==> config.mk <==
export PLATFORM = sky130hd
export DESIGN_NAME = dmc_addr_split
export DESIGN_NICKNAME = d
export VERILOG_FILES = /design/src/design/dmc_pkg.sv /design/src/design/dmc_addr_split.sv
export SDC_FILE = /design/constraint.sdc
export NUM_CORES = 1
export LEC_CHECK = 0
export BUFFER_PORTS_ARGS = -buffer_cell sky130_fd_sc_hd__buf_2
export CAP_MARGIN = 20
export CORE_MARGIN = 2
export CORE_UTILIZATION = 45
export DETAILED_ROUTE_END_ITERATION = 6
export PLACE_DENSITY = 0.76
export SKIP_LAST_GASP = 1
export SLEW_MARGIN = 20
export SYNTH_ARGS = -nofsm -noshare
export SYNTH_HDL_FRONTEND = slang
export SYNTH_SLANG_ARGS = --single-unit
export TNS_END_PERCENT = 10
==> constraint.sdc <==
create_clock -name vclk -period 13.6
set_input_delay 2.72 -clock vclk [all_inputs]
set_output_delay 2.72 -clock vclk [all_outputs]
set_load 0.005 [all_outputs]
==> src/design/dmc_pkg.sv <==
`timescale 1ns / 1ps
// ----------------------------------------------------------------------------
// dmc_pkg
// Shared types and constants of the direct-mapped cache tag lookup.
// ----------------------------------------------------------------------------
package dmc_pkg;

  localparam int unsigned CfgIdxW   = 1;
  localparam int unsigned CfgW      = 4;
  localparam int unsigned FieldW    = 8;
  localparam int unsigned TagW      = 32;
  localparam int unsigned CntW      = 32;

  localparam logic [CfgIdxW-1:0] CFG_OFFSET_WIDTH = 1'b0;
  localparam logic [CfgIdxW-1:0] CFG_INDEX_WIDTH  = 1'b1;

  localparam logic [CfgW-1:0] FieldMaxBits   = 4'd8;
  localparam logic [CfgW-1:0] OffsetWidthRst = 4'd4;
  localparam logic [CfgW-1:0] IndexWidthRst  = 4'd8;
  localparam logic [CntW-1:0] CntMax         = 32'hFFFF_FFFF;

  typedef struct packed {
    logic [CfgW-1:0] ow;
    logic [CfgW-1:0] iw;
  } widths_t;

  typedef struct packed {
    logic [FieldW-1:0] off;
    logic [FieldW-1:0] idx;
    logic [TagW-1:0]   tag;
  } fields_t;

endpackage

==> src/design/dmc_addr_split.sv <==
`timescale 1ns / 1ps
// ----------------------------------------------------------------------------
// dmc_addr_split
// Splits an address into block offset, line index and tag after clamping
// the configured field widths.
// ----------------------------------------------------------------------------
module dmc_addr_split #(
  parameter int unsigned ADDRESS_WIDTH = 32,
  parameter int unsigned IDX_CAP       = 8
) (
  input  logic [ADDRESS_WIDTH-1:0] addr_i,
  input  dmc_pkg::widths_t         widths_i,
  output dmc_pkg::fields_t         fields_o
);

  localparam int unsigned ExtW = (ADDRESS_WIDTH > dmc_pkg::TagW) ? ADDRESS_WIDTH
                                                                 : dmc_pkg::TagW;

  logic [dmc_pkg::CfgW-1:0]   ow_c;
  logic [dmc_pkg::CfgW-1:0]   iw_c;
  logic [dmc_pkg::CfgW-1:0]   iw_min;
  logic [ExtW-1:0]            addr_ext;
  logic [ExtW-1:0]            idx_sh;
  logic [ExtW-1:0]            tag_sh;
  logic [dmc_pkg::FieldW-1:0] off_mask;
  logic [dmc_pkg::FieldW-1:0] idx_mask;

  always_comb begin
    ow_c     = (widths_i.ow > dmc_pkg::FieldMaxBits) ? dmc_pkg::FieldMaxBits : widths_i.ow;
    iw_min   = (widths_i.iw == '0) ? dmc_pkg::CfgW'(1) : widths_i.iw;
    iw_c     = (iw_min > dmc_pkg::CfgW'(IDX_CAP)) ? dmc_pkg::CfgW'(IDX_CAP) : iw_min;
    addr_ext = ExtW'(addr_i);
    off_mask = dmc_pkg::FieldW'((9'd1 << ow_c) - 9'd1);
    idx_mask = dmc_pkg::FieldW'((9'd1 << iw_c) - 9'd1);
    idx_sh   = addr_ext >> ow_c;
    tag_sh   = addr_ext >> ({1'b0, ow_c} + {1'b0, iw_c});
    fields_o.off = addr_ext[dmc_pkg::FieldW-1:0] & off_mask;
    fields_o.idx = idx_sh[dmc_pkg::FieldW-1:0] & idx_mask;
    fields_o.tag = tag_sh[dmc_pkg::TagW-1:0];
  end

endmodule

==> metrics.cfg, run 1 <==
[power]
peakVddDrop_uv = 26.7
powerDensity_nw_per_um2 = 68.2
p_leak_nw = 1.41

[setup_path]
crit_path_max_fanout = 39
start_kind = input port
crit_type = in2out
crit_required_ns = 10.88
cp.arrival_ns = 6.29
crit_path_end_kind = primary output

[route]
ant_nets = 0
drtIter0Drc = 373
drc = 0
drtPass1Iterations = 5
viasPerCell = 6.37
drt_wl_total_um = 8220
vias = 3135
wl_per_cell_um = 16.7

[floorplanning]
initial_core_util_pct = 47.3
die_area_sq_um = 6520
die-height_um = 80.8
die_w_um = 80.8
rows = 27
core_area_sq_um = 5610
pin_count = 88

[yosys]
synth_commonest_cells = 58 x mux2i_1, 56 x nor2_1, 36 x a21oi_1, 19 x nand2_1
ys_warn_count = 0
ys_seq_area_share_pct = 0
yosys.area.top_type = mux2i_1
synth.net_count = 407
avgSynthCellArea_sq_um = 7.35
yosysMostFrequentCell = mux2i_1
synth_cells = 361
yosysUniqueCellTypes = 56
synth_area_leaders = mux2i_1 22%, mux4_2 12%, nor2_1 7.9%
syn-cell-area_sq_um = 2650
netlist.area_leader.share_pct = 21.9

[timing]
worstMarginPinSlew_ns = 0.932
rsz0062_at_grt = false
period_needed_ns = 9.01
maxSlewViolCount = 0
fmax_mhz = 111
finalSetupViolations = 0
finalCritPeriodShare_pct = 66.3
hold_viol = 0
slew_headroom_pct = 37.6
fin_tns_setup_ns = 0

[finish]
nFlopsAndLatches = 0
drive_above_1_share_pct = 31.2
nFillCells = 575
clkbuf_count = 0
syn_to_final_growth_pct = 15.0
fin_util_pct = 54.4
seq_area_sq_um = 0
diodes = 0
nets = 468

[grt]
met1_usage_pct = 34.8
track_usage_pct = 24.7
grt.met2_usage_pct = 42.8
grt_pass1_vias = 2741
busiest_layer = met2
grt_pass1_wl_um = 13300
gr-usage-met3_pct = 1.56
grt_max_degree = 40
antenna_found_initial = 0
grt_overflow_total = 0

[place]
portBuffers = 88
hpwl_um = 6480
gp_congestion = 0.998

[clock_network]
cts_resized = 0
cts_setup_buffers = 0
holdBufCountCts = 0

[worst_hold_path]
min_path_type = in2out

[job]
cap_violations = 0

[outcome]
status = finished clean

## cells by family (layout without fill, tap and decap cells)
family,Yosys count,after routing,synth area share (%)
AND/OR/NAND/NOR,124,124,22.6
AO/OA/AOI/OAI,103,103,26.9
multiplexers,85,85,39.6
buffers and inverters,39,98,6.93
adder cells (fa/ha/maj),6,6,2.83
XOR/XNOR,3,3,0.991
other,1,1,0.141
## worst max-delay path, cell delays in order
cell      delay (ns)
buf_2           0.35
nand2b_1        0.36
inv_2           0.19
ha_1            0.28
ha_1            0.28
buf_4           0.45
mux2i_1         0.32
mux2i_1         0.23
a221oi_1        0.34
nor3_1          0.11
a311oi_1        0.35
mux2i_1         0.12
buf_2           0.14
## layout make-up
cell class,instances,area [sq um],share of cell area (%)
timing repair buffer,92,470,15.4
tap,72,90.1,2.95
multi-input combinational,322,2470,80.9
inverter,6,22.5,0.738
## per-layer routing
metal | wire length, um | part of all wire, %
met1 | 3550 | 43
met5 | 0 | 0
met4 | 144 | 1.8
met3 | 580 | 7.1
met2 | 3940 | 48
## where the power goes
part / switching [mW] / internal (mW)
combinational: 0.117 / 0.0914
clock: 0 / 0
sequential: 0 / 0
## path summary, 6_finish.rpt
check	from	to	depth (start not counted)	slack, ns
worst min-delay path	addr_i[0]	fields_o[40]	3	5.78
worst max-delay path	widths_i[7]	fields_o[0]	13	4.59
## stage by stage
stage / power (mW) / instance area [sq um] / hold WS, ns / setup slack [ns] / instances
2_1_floorplan: 0.144 / 2650 / 5.53 / 5.54 / 361
3_3_place_gp: 0.203 / 3050 / 5.76 / 4.72 / 492
3_5_place_dp: 0.205 / 3050 / 5.77 / 4.59 / 492
4_1_cts: 0.206 / 3050 / 5.77 / 4.58 / 492
5_1_grt: 0.229 / 3050 / 5.79 / 4.24 / 492
6_report: 0.208 / 3050 / 5.78 / 4.59 / 492
## layout by cell type (no fill, tap or decap), types with 2 or more instances in the layout
cell,n
a2111oi_0,2
a211o_1,2
a211oi_1,11
a21oi_1,36
a221o_1,4
a221oi_1,9
a311oi_1,2
and2_1,5
and3_1,4
buf_2,88
buf_4,4
ha_1,6
inv_1,4
inv_2,2
mux2_2,11
mux2_4,2
mux2i_1,58
mux4_2,14
nand2_1,19
nand2b_1,4
nand3_1,2
nor2_1,56
nor2b_1,8
nor3_1,10
nor4_1,3
o21a_1,6
o21ai_0,14
o22ai_1,5
o32ai_1,2
or2_2,3
or3_1,2
xnor2_1,2
Power figures use the tool's default switching activity.
==> inputs of run 2 (changes only) <==
--- a/config.mk
+++ b/config.mk
@@ -5,12 +5,13 @@
 export SDC_FILE = /design/constraint.sdc
 export NUM_CORES = 1
 export LEC_CHECK = 0
+export ABC_AREA = 1
 export BUFFER_PORTS_ARGS = -buffer_cell sky130_fd_sc_hd__buf_2
 export CAP_MARGIN = 20
 export CORE_MARGIN = 2
 export CORE_UTILIZATION = 45
 export DETAILED_ROUTE_END_ITERATION = 6
-export PLACE_DENSITY = 0.76
+export PLACE_DENSITY = 0.75
 export SKIP_LAST_GASP = 1
 export SLEW_MARGIN = 20
 export SYNTH_ARGS = -nofsm -noshare
==> constraint.sdc (replaced) <==
create_clock -name vclk -period 8.4
set_input_delay 1.68 -clock vclk [all_inputs]
set_output_delay 1.68 -clock vclk [all_outputs]
set_load 0.005 [all_outputs]
==> run 2 against run 1 <==
Setup slack lost 2.6 ns; worst hold slack got worse by 2.2 ns; sequential share of layout area did not move; via count up 29%; die area rose by 7.6%; first-iteration DRC count increased by 11%; flip-flop and latch count unchanged; utilization is 3.3 points lower; synthesized cell count up 68%; final cell count up 49%; critical path depth increased by 2; global-route usage down 0.11 points; largest cell class unchanged; largest power group unchanged; highest routed layer unchanged.
==> metrics.cfg, run 2 <==
[setup_path]
crit_path_frequent_cell = nand2_1
start_kind = input port
worstPathBufferInverterCount = 4
crit_required_ns = 6.72
crit_path_max_fanout = 32
cp.arrival_ns = 4.78
critPathTopFamily = simple AND/OR/NAND/NOR gates
crit_path_end_kind = primary output
cp_num_cells = 15
cp_slowest_cell = inv_1
path_cells = buf_2, nor2_4, nand2_2, and2_1, ha_1, buf_4, inv_1, nand2_1, nand2_1, nand3_1, nand2_1, nand2_1, nand3_1, nand2_1, buf_2
cp_slowest_stage_delay_ns = 0.66
crit_type = in2out

[yosys]
ys_seq_area_share_pct = 0
avgSynthCellArea_sq_um = 4.73
ys_warn_count = 0
yosys.area.top_type = nand2_1
netlist.area_leader.share_pct = 36.0
yosysMostFrequentCell = nand2_1
synth_cells = 606
synth_commonest_cells = 275 x nand2_1, 107 x nand3_1, 40 x inv_1, 34 x nor2_1, 33 x o21ai_0
synth.net_count = 652
syn-cell-area_sq_um = 2870
synth_area_leaders = nand2_1 36%, nand3_1 19%, o21ai_0 5.8%
yosysUniqueCellTypes = 33

[grt]
grt_max_degree = 38
grt_pass1_wl_um = 15200
grt_pass1_vias = 3368
track_usage_pct = 24.6
grt_overflow_total = 0
antenna_found_initial = 0

[finish]
nets = 706
finish.instance_area_sq_um = 3190
diodes = 0
nFlopsAndLatches = 0
final_common_cell = nand2_1
fin_cells = 735
seq_area_sq_um = 0
syn_to_final_growth_pct = 11.4
clkbuf_count = 0
final_cell_mix = 275 x nand2_1, 107 x nand3_1, 88 x buf_2
drive_above_1_share_pct = 19.0

[floorplanning]
die_w_um = 83.8
initial_core_util_pct = 45.9
die_area_sq_um = 7020
core_area_sq_um = 6240
pin_count = 88
die-height_um = 83.8
rows = 29

[route]
m1WireLength_um = 4070
top_layer = met4
drt_wl_total_um = 8900
vias = 4031
drc = 0
viasPerCell = 5.48
ant_nets = 0
met3RoutedLength_um = 669
wl_met2_um = 4150
wl_per_cell_um = 12.1
drtPass1Iterations = 5
drtIter0Drc = 414

[timing]
finalSetupViolations = 0
slew_headroom_pct = 43.1
period_needed_ns = 6.46
fmax_mhz = 155
worst_slack_ns = 1.94
maxSlewViolCount = 0
fin_tns_setup_ns = 0
rsz0062_at_grt = false
hold_viol = 0
worstMarginPinSlew_ns = 0.852
hold_slack_ns = 3.63
finalCritPeriodShare_pct = 76.9

[worst_hold_path]
min_path_type = in2out
hold_depth = 4
min_delay_worst_endpoint = fields_o[40]
min_from = addr_i[0]

[power]
intPower_mw = 0.115
comb_power_share_pct = 100.0
p_sw_mw = 0.207
seq_power_share_pct = 0
powerDensity_nw_per_um2 = 101
pwr-share-clk_pct = 0
p_leak_nw = 1.92
switching_share_pct = 64.4
peakVddDrop_uv = 56.3

[place]
dp_slack_ns = 2.04
placed_cells = 735
hpwl_um = 7060
gp_congestion = 0.919
portBuffers = 88
placed_area_sq_um = 3190

[outcome]
status = finished clean

[job]
cap_violations = 0

[clock_network]
cts_setup_buffers = 0
cts_resized = 0
holdBufCountCts = 0

==> run 2: power by group through the flow <==
stage | clock network [mW] | registers [mW] | logic, mW
after detailed placement | 0 | 0 | 0.316
after global routing | 0 | 0 | 0.365
after CTS | 0 | 0 | 0.317
after floorplan | 0 | 0 | 0.233
after global placement | 0 | 0 | 0.311
final | 0 | 0 | 0.322
==> run 2: routing by layer <==
layer	vias up	GRT usage, %
met1	1801	35.8
met5	-	0
li1	2064	-
met2	162	42.3
met4	0	1.03
met3	4	1.19
==> run 2: final cells by class <==
class                           count  area, sq um
Fill cell                         709         3050
Inverter                           45          169
Timing Repair Buffer               91          463
Multi-Input combinational cell    522         2460
Tap cell                           77         96.3
==> run 2: worst max-delay path by stage <==
stage	startpoint	end	slack, ns
2_1_floorplan	widths_i[3]	fields_o[0]	3.20
3_3_place_gp	widths_i[7]	fields_o[0]	2.11
3_5_place_dp	widths_i[7]	fields_o[6]	2.04
4_1_cts	widths_i[7]	fields_o[6]	2.04
5_1_grt	widths_i[7]	fields_o[12]	1.72
6_report	widths_i[7]	fields_o[0]	1.94
==> run 2: through the flow <==
stage               total power, mW  util, %
floorplan                     0.233        -
global placement              0.311     51.1
detailed placement            0.316     51.1
CTS                           0.317     51.1
global route                  0.365     51.1
finish                        0.322     51.1
==> run 2: logic make-up (layout without fill, tap and decap cells) <==
group                      count (synthesis)  in the layout  share of synthesized area, %
and+or+nand+nor                          456            456                          70.7
xor gates and xnor gates                   1              1                         0.306
other                                      1              1                         0.131
AOI/OAI and AO/OA                         58             58                          12.2
buffers and inverters                     84            136                          14.1
adders and majority gates                  6              6                          2.62
==> inputs of run 3 (changes only) <==
==> constraint.sdc (replaced) <==
create_clock -name vclk -period 6.7
set_input_delay 1.34 -clock vclk [all_inputs]
set_output_delay 1.34 -clock vclk [all_outputs]
set_load 0.005 [all_outputs]
==> run 3 against run 2 <==
Worst hold slack got worse by 0.67 ns; first-iteration DRC count rose by 0.48%; global-route usage increased by 0.16 points; cell area is 0.24% higher; largest power group unchanged.
==> metrics.cfg, run 3 (synthesized netlist as in run 2, its figures left out) <==
[floorplanning]
rows = 29
core_area_sq_um = 6240
die-height_um = 83.8
die_area_sq_um = 7020
die_w_um = 83.8
initial_core_util_pct = 45.9
pin_count = 88

[timing]
rsz0062_at_grt = false
hold_viol = 0
worstMarginPinSlew_ns = 0.890
maxSlewViolCount = 0
slew_headroom_pct = 40.6
period_needed_ns = 5.66
finalCritPeriodShare_pct = 84.4
fmax_mhz = 177
finalSetupViolations = 0
fin_tns_setup_ns = 0

[power]
p_leak_nw = 1.93
powerDensity_nw_per_um2 = 126
peakVddDrop_uv = 73.8

[worst_hold_path]
min_path_type = in2out

[job]
cap_violations = 0

[grt]
grt_pass1_wl_um = 15400
track_usage_pct = 24.8
antenna_found_initial = 0
grt_pass1_vias = 3374
grt_max_degree = 41
grt_overflow_total = 0

[route]
drt_wl_total_um = 8920
drtPass1Iterations = 6
drc = 0
drtIter0Drc = 416
vias = 3978
viasPerCell = 5.40
wl_per_cell_um = 12.1
ant_nets = 0

[finish]
clkbuf_count = 0
final_common_cell = nand2_1
nFlopsAndLatches = 0
finish.instance_area_sq_um = 3200
drive_above_1_share_pct = 19.1
seq_area_sq_um = 0
fin_util_pct = 51.2
syn_to_final_growth_pct = 11.6
nets = 707
diodes = 0
final_cell_mix = 275 x nand2_1, 107 x nand3_1, 88 x buf_2

[setup_path]
crit_path_frequent_cell = nand2_1
crit_path_end_kind = primary output
start_kind = input port
crit_required_ns = 5.36
cp_slowest_cell = nand3b_2
cp_slowest_stage_delay_ns = 0.64
cp.arrival_ns = 4.32
path_cells = buf_2, inv_2, nand2_1, clkinv_1, ha_1, nand3b_2, nand2_4, nand3_1, nand2_1, nand3_1, nand2_1, buf_2
crit_type = in2out
crit_path_max_fanout = 32

[place]
hpwl_um = 6950
placed_area_sq_um = 3200
portBuffers = 88
gp_congestion = 0.961

[clock_network]
holdBufCountCts = 0
cts_setup_buffers = 0
cts_resized = 0

[outcome]
status = finished clean

[run 3: path summary, 6_finish.rpt]
check / from / endpoint / slack [ns] / cells past startpoint
setup / recovery: widths_i[7] / fields_o[5] / 1.04 / 12
hold / removal: addr_i[0] / fields_o[40] / 2.96 / 4
[run 3: report_power, final]
group,internal (mW),switching [mW]
Clock,0,0
Combinational,0.144,0.259
Sequential,0,0
[run 3: metrics by stage]
step	std cells	hold WS, ns	total power, mW	worst slack, ns
5_1_grt	736	3.02	0.460	0.791
6_report	736	2.96	0.403	1.04
4_1_cts	736	2.97	0.398	1.08
3_3_place_gp	736	2.95	0.392	1.17
2_1_floorplan	606	2.76	0.292	2.18
3_5_place_dp	736	2.96	0.397	1.09
[run 3: layer usage]
layer | global-route usage [%] | wire (um) | share of wire [%]
met4 | 1.76 | 37 | 0.41
met2 | 41.7 | 4110 | 46
met1 | 36.3 | 4120 | 46
met5 | 0 | 0 | 0
met3 | 1.48 | 657 | 7.4
[run 3: area by class of cell]
type                            instances  area, sq um
Fill cell                             698         3040
Multi-Input combinational cell        522         2460
Timing Repair Buffer                   92          470
Inverter                               45          169
Tap cell                               77         96.3
[run 3: worst max-delay path: cells and delay by family]
family | cells | cell delay [ns]
simple gates | 7 | 1.76
fa+ha+maj | 1 | 0.44
buf+inv | 4 | 0.75
